`src/hw/rtl/sdb_pkg.sv`:
```
// shared types and constants for the segment dispatch buffer
package sdb_pkg;

	localparam int SIZE_W  = 24;
	localparam int ID_W    = 16;
	localparam int TOTAL_W = 30;
	localparam int LIMIT_W = 7;
	localparam int DELAY_W = 8;
	localparam int CFG_W   = 30;
	localparam int CFG_IDX_W = 2;

	localparam logic [CFG_IDX_W-1:0] CFG_SIZE_LIMIT = 2'd0;
	localparam logic [CFG_IDX_W-1:0] CFG_LIST_LIMIT = 2'd1;
	localparam logic [CFG_IDX_W-1:0] CFG_DELAY_CAP  = 2'd2;

	localparam logic [TOTAL_W-1:0] SIZE_LIMIT_RST = 30'd10485760;
	localparam logic [LIMIT_W-1:0] LIST_LIMIT_RST = 7'd32;
	localparam logic [DELAY_W-1:0] DELAY_CAP_RST  = 8'd30;

	localparam logic FUNC_ARRIVE = 1'b0;
	localparam logic FUNC_IDLE   = 1'b1;

	typedef struct packed {
		logic              func;
		logic [ID_W-1:0]   segment_id;
		logic [SIZE_W-1:0] segment_size;
	} sdb_in_t;

	typedef struct packed {
		logic               dispatch_valid;
		logic [ID_W-1:0]    dispatch_id;
		logic [SIZE_W-1:0]  dispatch_size;
		logic               buffer_full;
		logic [DELAY_W-1:0] delay_seconds;
		logic               dropped;
	} sdb_out_t;

	typedef struct packed {
		logic [ID_W-1:0]   id;
		logic [SIZE_W-1:0] size;
	} sdb_entry_t;

	typedef enum logic [1:0] {
		ST_IDLE,
		ST_EXEC,
		ST_LOAD
	} sdb_state_t;

	// controller to datapath
	typedef struct packed {
		logic capture;
		logic issue_read;
		logic commit_direct;
		logic commit_pop;
	} sdb_cmd_t;

	// datapath to controller
	typedef struct packed {
		logic pop_pending;
		logic out_free;
	} sdb_stat_t;

endpackage

```
`src/hw/rtl/sdb_ctrl.sv`:
```
// controller state machine for the segment dispatch buffer
module sdb_ctrl import sdb_pkg::*; (
	input  logic      clk,
	input  logic      arst_n,
	input  logic      seg_valid,
	output logic      seg_stall,
	input  sdb_stat_t stat,
	output sdb_cmd_t  cmd
);

	sdb_state_t state_q, state_d;

	always_ff @(posedge clk or negedge arst_n) begin
		if (!arst_n) begin
			state_q <= ST_IDLE;
		end else begin
			state_q <= state_d;
		end
	end

	always_comb begin
		state_d = state_q;
		case (state_q)
			ST_IDLE: begin
				if (seg_valid) begin
					state_d = ST_EXEC;
				end
			end
			ST_EXEC: begin
				if (stat.pop_pending) begin
					state_d = ST_LOAD;
				end else if (stat.out_free) begin
					state_d = ST_IDLE;
				end
			end
			ST_LOAD: begin
				if (stat.out_free) begin
					state_d = ST_IDLE;
				end
			end
			default: begin
				state_d = ST_IDLE;
			end
		endcase
	end

	always_comb begin
		seg_stall = 1'b1;
		cmd       = '0;
		case (state_q)
			ST_IDLE: begin
				seg_stall   = 1'b0;
				cmd.capture = seg_valid;
			end
			ST_EXEC: begin
				cmd.issue_read    = stat.pop_pending;
				cmd.commit_direct = !stat.pop_pending && stat.out_free;
			end
			ST_LOAD: begin
				cmd.commit_pop = stat.out_free;
			end
			default: begin
				seg_stall = 1'b1;
			end
		endcase
	end

endmodule

```
`src/hw/rtl/sdb_datapath.sv`:
```
// queue memory, byte total, backpressure evaluation and result register
module sdb_datapath import sdb_pkg::*; #(
	parameter int QUEUE_DEPTH = 64
) (
	input  logic                 clk,
	input  logic                 arst_n,
	input  sdb_in_t              seg,
	input  sdb_cmd_t             cmd,
	output sdb_stat_t            stat,
	input  logic                 cfg_we,
	input  logic [CFG_IDX_W-1:0] cfg_index,
	input  logic [CFG_W-1:0]     cfg_data,
	output logic                 res_valid,
	input  logic                 res_stall,
	output sdb_out_t             res
);

	localparam int PW   = (QUEUE_DEPTH > 1) ? $clog2(QUEUE_DEPTH) : 1;
	localparam int CW   = $clog2(QUEUE_DEPTH + 1);
	localparam int CMPW = (CW > LIMIT_W) ? CW : LIMIT_W;

	sdb_entry_t mem [QUEUE_DEPTH];
	sdb_entry_t rd_q;

	sdb_in_t            item_q;
	logic [TOTAL_W-1:0] size_limit_q;
	logic [LIMIT_W-1:0] list_limit_q;
	logic [DELAY_W-1:0] delay_cap_q;
	logic               dec_idle_q;
	logic [TOTAL_W-1:0] total_q;
	logic [PW-1:0]      head_q;
	logic [PW-1:0]      tail_q;
	logic [CW-1:0]      count_q;
	logic               full_q;
	logic [DELAY_W-1:0] delay_q;
	logic               res_valid_q;
	sdb_out_t           res_q;

	logic               arrive;
	logic               fifo_full;
	logic               push;
	logic               drop;
	logic [TOTAL_W:0]   sum;
	logic [TOTAL_W-1:0] total_d;
	logic [CW-1:0]      count_d;
	logic               full_eval;
	logic [DELAY_W:0]   delay_inc;
	logic [DELAY_W-1:0] delay_eval;
	logic               do_eval;
	logic               out_free;
	sdb_out_t           result;

	assign arrive    = (item_q.func == FUNC_ARRIVE);
	assign fifo_full = (count_q == CW'(QUEUE_DEPTH));
	assign push      = cmd.commit_direct && arrive && !dec_idle_q && !fifo_full;
	assign drop      = cmd.commit_direct && arrive && !dec_idle_q && fifo_full;
	assign out_free  = !res_valid_q || !res_stall;

	assign stat.pop_pending = (item_q.func == FUNC_IDLE) && (count_q != '0);
	assign stat.out_free    = out_free;

	// next byte total and count
	always_comb begin
		sum     = {1'b0, total_q} + (TOTAL_W + 1)'(item_q.segment_size);
		total_d = total_q;
		count_d = count_q;
		if (push) begin
			total_d = sum[TOTAL_W] ? {TOTAL_W{1'b1}} : sum[TOTAL_W-1:0];
			count_d = count_q + CW'(1);
		end else if (cmd.commit_pop) begin
			total_d = (total_q >= TOTAL_W'(rd_q.size))
				? total_q - TOTAL_W'(rd_q.size) : '0;
			count_d = count_q - CW'(1);
		end
	end

	// backpressure evaluation on the updated totals
	always_comb begin
		full_eval  = (total_d > size_limit_q) || (CMPW'(count_d) > CMPW'(list_limit_q));
		delay_inc  = {1'b0, delay_q} + (DELAY_W + 1)'(1);
		delay_eval = '0;
		if (full_eval) begin
			delay_eval = (delay_inc < {1'b0, delay_cap_q})
				? delay_inc[DELAY_W-1:0] : delay_cap_q;
		end
		do_eval = (cmd.commit_direct && arrive) || cmd.commit_pop;
	end

	always_comb begin
		result               = '0;
		result.buffer_full   = do_eval ? full_eval : full_q;
		result.delay_seconds = do_eval ? delay_eval : delay_q;
		result.dropped       = drop;
		if (cmd.commit_pop) begin
			result.dispatch_valid = 1'b1;
			result.dispatch_id    = rd_q.id;
			result.dispatch_size  = rd_q.size;
		end else if (cmd.commit_direct && arrive && dec_idle_q) begin
			result.dispatch_valid = 1'b1;
			result.dispatch_id    = item_q.segment_id;
			result.dispatch_size  = item_q.segment_size;
		end
	end

	always_ff @(posedge clk) begin
		if (push) begin
			mem[tail_q] <= '{id: item_q.segment_id, size: item_q.segment_size};
		end
		if (cmd.issue_read) begin
			rd_q <= mem[head_q];
		end
		if (cmd.capture) begin
			item_q <= seg;
		end
		if (cmd.commit_direct || cmd.commit_pop) begin
			res_q <= result;
		end
	end

	always_ff @(posedge clk or negedge arst_n) begin
		if (!arst_n) begin
			size_limit_q <= SIZE_LIMIT_RST;
			list_limit_q <= LIST_LIMIT_RST;
			delay_cap_q  <= DELAY_CAP_RST;
			dec_idle_q   <= 1'b1;
			total_q      <= '0;
			head_q       <= '0;
			tail_q       <= '0;
			count_q      <= '0;
			full_q       <= 1'b0;
			delay_q      <= '0;
			res_valid_q  <= 1'b0;
		end else begin
			if (cfg_we) begin
				case (cfg_index)
					CFG_SIZE_LIMIT: size_limit_q <= cfg_data;
					CFG_LIST_LIMIT: list_limit_q <= cfg_data[LIMIT_W-1:0];
					CFG_DELAY_CAP:  delay_cap_q  <= cfg_data[DELAY_W-1:0];
					default: begin
					end
				endcase
			end
			total_q <= total_d;
			count_q <= count_d;
			if (push) begin
				tail_q <= (tail_q == PW'(QUEUE_DEPTH - 1)) ? '0 : tail_q + PW'(1);
			end
			if (cmd.commit_pop) begin
				head_q     <= (head_q == PW'(QUEUE_DEPTH - 1)) ? '0 : head_q + PW'(1);
				dec_idle_q <= 1'b0;
			end else if (cmd.commit_direct) begin
				dec_idle_q <= arrive ? 1'b0 : 1'b1;
			end
			if (do_eval) begin
				full_q  <= full_eval;
				delay_q <= delay_eval;
			end
			if (cmd.commit_direct || cmd.commit_pop) begin
				res_valid_q <= 1'b1;
			end else if (!res_stall) begin
				res_valid_q <= 1'b0;
			end
		end
	end

	assign res_valid = res_valid_q;
	assign res       = res_q;

endmodule

```
`src/hw/rtl/segment_dispatch_backpressure.sv`:
```
// top level of the segment dispatch buffer with backpressure
// Segment descriptors arrive on the seg channel (func 0 = a segment arrives,
// func 1 = the decoder reports idle) and every request produces exactly one
// result on the res channel. An arrival is handed straight to the decoder when
// it is idle, otherwise it is queued and its size added to a byte total; an
// arrival that finds the queue holding QUEUE_DEPTH segments is discarded and
// flagged as dropped. An idle report pops the queue head and dispatches it.
// After each arrival or pop the buffer is full when the byte total exceeds
// size_limit or the queued count exceeds list_limit; while full the suggested
// delay counts up to delay_cap, otherwise it is 0. An idle report on an empty
// queue leaves full and delay as they were. An accepted request is captured,
// then committed to the result register from the execute state; a pop first
// passes a load state for the registered read of the queue memory, and the
// commit waits while the previous result stays stalled. The next request is
// taken the cycle after its result is registered, even while that result is
// still stalled, and none is taken earlier. Configuration writes
// (cfg_index 0 = size_limit, 1 = list_limit, 2 = delay_cap) take effect at
// once and belong only to idle periods. The queue memory needs no clearing.
module segment_dispatch_backpressure import sdb_pkg::*; #(
	parameter int QUEUE_DEPTH = 64
) (
	input  logic                 clk,
	input  logic                 arst_n,
	// request channel
	input  logic                 seg_valid,
	output logic                 seg_stall,
	input  sdb_in_t              seg,
	// result channel
	output logic                 res_valid,
	input  logic                 res_stall,
	output sdb_out_t             res,
	// configuration write port
	input  logic                 cfg_we,
	input  logic [CFG_IDX_W-1:0] cfg_index,
	input  logic [CFG_W-1:0]     cfg_data
);

	sdb_cmd_t  cmd;
	sdb_stat_t stat;

	// sequencing of capture, memory read and commit
	sdb_ctrl u_ctrl (
		.clk       (clk),
		.arst_n    (arst_n),
		.seg_valid (seg_valid),
		.seg_stall (seg_stall),
		.stat      (stat),
		.cmd       (cmd)
	);

	// queue, totals, evaluation and the result register
	sdb_datapath #(
		.QUEUE_DEPTH (QUEUE_DEPTH)
	) u_datapath (
		.clk       (clk),
		.arst_n    (arst_n),
		.seg       (seg),
		.cmd       (cmd),
		.stat      (stat),
		.cfg_we    (cfg_we),
		.cfg_index (cfg_index),
		.cfg_data  (cfg_data),
		.res_valid (res_valid),
		.res_stall (res_stall),
		.res       (res)
	);

endmodule
```
`config.mk`:
```
export PLATFORM = sky130hd
export DESIGN_NAME = segment_dispatch_backpressure
export DESIGN_NICKNAME = d
export VERILOG_FILES = /design/src/hw/rtl/sdb_pkg.sv /design/src/hw/rtl/sdb_ctrl.sv /design/src/hw/rtl/sdb_datapath.sv /design/src/hw/rtl/segment_dispatch_backpressure.sv
export SDC_FILE = /design/constraint.sdc
export NUM_CORES = 2
export LEC_CHECK = 0
export BUFFER_PORTS_ARGS = -buffer_cell sky130_fd_sc_hd__buf_2
export CAP_MARGIN = 20
export CORE_MARGIN = 4
export CORE_UTILIZATION = 50
export CTS_BUF_LIST = sky130_fd_sc_hd__clkbuf_4
export DETAILED_ROUTE_END_ITERATION = 10
export PLACE_DENSITY_LB_ADDON = 0.05
export RECOVER_POWER = 50
export SYNTH_ARGS = -nofsm -noshare
export SYNTH_HDL_FRONTEND = slang
export SYNTH_SLANG_ARGS = --single-unit
export TNS_END_PERCENT = 20
```
`constraint.sdc`:
```
create_clock -name clk -period 6.1 [get_ports clk]
set_input_delay 0.61 -clock clk [delete_from_list [all_inputs] [get_ports clk]]
set_output_delay 0.61 -clock clk [all_outputs]
set_load 0.01 [all_outputs]
```
==> reports/results.ini <==
[outcome]
outcome=finished, violations left
violations=max-capacitance violations, max-slew violations

[timing]
worst_slew_pin_slew_ns=3.67
timing.fmax_mhz=172
setup_violations=0
relSlewSlack_pct=-145
period_share_pct=95.3
final_max_slew_viol_count=2785
finalCriticalPeriod_ns=5.81
finalSetupTns_ns=0
hold_slack_ns=0.166
fin_skew_ns=0.110
report.final.hold_viol_count=0
rsz0062_at_grt=no

[floorplanning]
core_um2=218000
start_util_pct=50.5
pin_count=131
dieHeight_um=477
die_area_um2=228000
rows=171
die_w_um=477

[job]
max-cap-violations=46

[power_and_ir_drop]
totalPowerFinal_uw=53200
p_leak_uw=0.0412
power_density_nw_per_um2=419
ir_drop_mv=0.273

[clock_network]
cts_buffers=728
clock_path_buffers=4
cts_tree=yes
cts_root_buffer=clkbuf_4
cts_max_level=6
clock_latency_ns=1.45
clk_pin_slew_ns=0.07
cts_setup_buffers=0
clock-sinks=2799

[min_path]
whs_endpoint=u_datapath.res_valid$_DFFE_PN0P_
whs_path_depth=4
worstHoldPathType=in -> reg
min_from=res_stall

[setup_path]
worstReg2RegStart=u_datapath.total_q[0]$_DFF_PN0_
criticalPathCategory=reg -> reg
worstPathArrival_ns=6.93
critPathMaxFanout=18
worst_setup_path_start_kind=register
worst_setup_path_end_kind=register
required_ns=7.22
r2r_slack_ns=0.29
r2r.worst_path.cells=20
regToRegEndpoint=u_datapath.res[7]$_DFFE_PP_

[synthesis]
synthTopCellsByCount=2,692 x edfxtp_1, 840 x mux4_2, 147 x clkbuf_1
syn-num-nets=5102
synth_top_area_share_pct=73.4
synth_area_um2=110000
ys_async_sr_fraction_pct=3.82
synth_area_leaders=edfxtp_1 73%, mux4_2 17%, dfrtp_1 2.3%, ha_1 1.1%, clkbuf_1 0.50%
avgSynthCellArea_um2=22.4
synth_fa_ha_area_share_pct=1.14
syn_inst=4925
muxShareOfSynthArea_pct=17.4
synth_most_common_cell=edfxtp_1
yosysWarnings=0
synth_top_family_by_area=multiplexers
synth_top_area_cell=edfxtp_1
synth_edf_count=2692
yosys.area_share.simple_pct=1.71
yosys.area_share.xor_xnor_pct=0.469
ys_seq_area_share_pct=75.9
synth-main-ff-cell=edfxtp_1
synth_compound_area_share_pct=2.15
synth-seq-cells=2799
synthDistinctLibCells=66

[cells_and_area]
layout-drive-gt1-share_pct=36.5
multi_input_area_um2=25700
areaGrowthSynthToFinish_pct=15.3
num-fill-cells=16300
finalNetCount=6147
regArea_um2=83500

[detailed_routing]
vias=58100
drtPass1Iterations=5
drt_iter0_drc=7168
ant_nets=0
avgViaCountPerCell=6.22
drt-total-wl_um=320000
drt-wirelength-per-cell_um=34.3
drc=0

[grt]
grt_remaining_overflow=0
grt_pass1_vias=59100
grt_usage_pct=28.1
grt_max_degree=93
antenna_found_initial=21
grt_pass1_wl_um=448000

[placement]
place_congestion=0.924
hpwlAfterDp_um=177000
port_buffers=130

==> cell type report <==
| type | count | area share, % |
|---|---|---|
| multi-input combinational | 1794 | 20.2 |
| clock buffer | 1069 | 6.32 |
| clock inverter | 163 | 0.724 |
| sequential | 2799 | 65.8 |
| antenna | 15 | 0.0296 |
| timing repair buffer | 559 | 3.80 |
| inverter | 88 | 0.260 |
| tap | 2854 | 2.81 |
==> per-layer routing <==
layer | track usage (%) | vias to the layer above | wire length, um
met5 | 0 | - | 26
met4 | 8.50 | 4 | 8540
met3 | 5.76 | 502 | 26500
met2 | 43.1 | 2862 | 151000
met1 | 41.4 | 31300 | 134000
li1 | - | 23500 | -
==> worst max-delay path, cell delays in order, from the launching register on <==
cell and delay (ns):
dfrtp_1 0.39, ha_1 0.22, inv_1 0.07, fa_1 0.41, nand2b_1 0.19, a21oi_1 0.41
o22a_1 0.28, o21ba_2 0.16, o21ai_1 0.23, o21a_2 0.45, a21oi_1 0.30, ha_1 0.30
a211oi_1 0.23, o21ai_0 0.12, a221oi_1 0.30, a21boi_0 0.23, and4b_1 0.22, a211oi_1 0.35
buf_4 0.27, nor2_1 0.12, a22o_1 0.30
==> layout by cell type, fill, tap and decap left out, drive strengths merged, types with 21 or more instances in the layout <==
master,instances
a21o,24
a21oi,94
a221oi,21
a22o,22
buf,294
clkbuf,1136
clkinv,134
dfrtp,99
dlygate4sd3,198
edfxtp,2692
ha,97
inv,103
mux4,840
nand2,145
nand3,30
nand4,21
nor2,117
o21ai,95
xnor2,37
xor2,22
==> metrics by stage <==
| step | setup slack [ns] | instance area, um^2 | util (%) | instances |
|---|---|---|---|---|
| finish | 0.287 | 127000 | 58.2 | 9341 |
| global route | 0.0203 | 127000 | 58.2 | 9338 |
| CTS | 0.192 | 127000 | 58.3 | 9326 |
| detailed placement | 0.0379 | 116000 | 53.3 | 7895 |
| global placement | 0.0905 | 116000 | 53.3 | 7894 |
| floorplan | 0.436 | 110000 | - | 4925 |
==> repair_timing <==
action	in CTS	in global routing
hold endpoints to repair	189	0
endpoints found under the setup margin	1	10
resized for setup	1	2
hold buffers	199	0
==> kinds of logic after synthesis <==
group,after synthesis
multiplexers,862
buffers and inverters,332
AND/OR/NAND/NOR,407
XOR/XNOR,59
adder cells (fa/ha/maj),99
flip-flops,2799
AO/OA/AOI/OAI,367
==> power by group <==
| part | internal, uW | switching [uW] | leakage (uW) | total, uW |
|---|---|---|---|---|
| clock | 8350 | 7460 | 0.00538 | 15800 |
| combinational | 6990 | 7650 | 0.0103 | 14600 |
| sequential | 22100 | 684 | 0.0255 | 22800 |
==> state kept, by name, indices dropped and copies added, names as in the netlist, 7 cells and up <==
register,count
u_datapath.delay_q,8
u_datapath.res,51
u_datapath.list_limit_q,7
u_datapath.count_q,7
u_datapath.delay_cap_q,8
u_datapath.size_limit_q,30
u_datapath.mem,2560
u_datapath.item_q,41
u_datapath.rd_q,40
u_datapath.total_q,30
==> how the worst max path moves through the flow <==
stage,end,from,cells after the start
2_1_floorplan,u_datapath.res[1]$_DFFE_PP_,u_datapath.item_q[0]$_DFFE_PP_,22
3_3_place_gp,u_datapath.res[7]$_DFFE_PP_,u_datapath.total_q[0]$_DFF_PN0_,22
3_5_place_dp,u_datapath.res[7]$_DFFE_PP_,u_datapath.total_q[0]$_DFF_PN0_,20
4_1_cts,u_datapath.res[7]$_DFFE_PP_,u_datapath.total_q[0]$_DFF_PN0_,21
5_1_grt,u_datapath.res[7]$_DFFE_PP_,u_datapath.total_q[0]$_DFF_PN0_,22
6_report,u_datapath.res[7]$_DFFE_PP_,u_datapath.total_q[0]$_DFF_PN0_,20
Note: power is estimated with default switching activity, not from simulation.
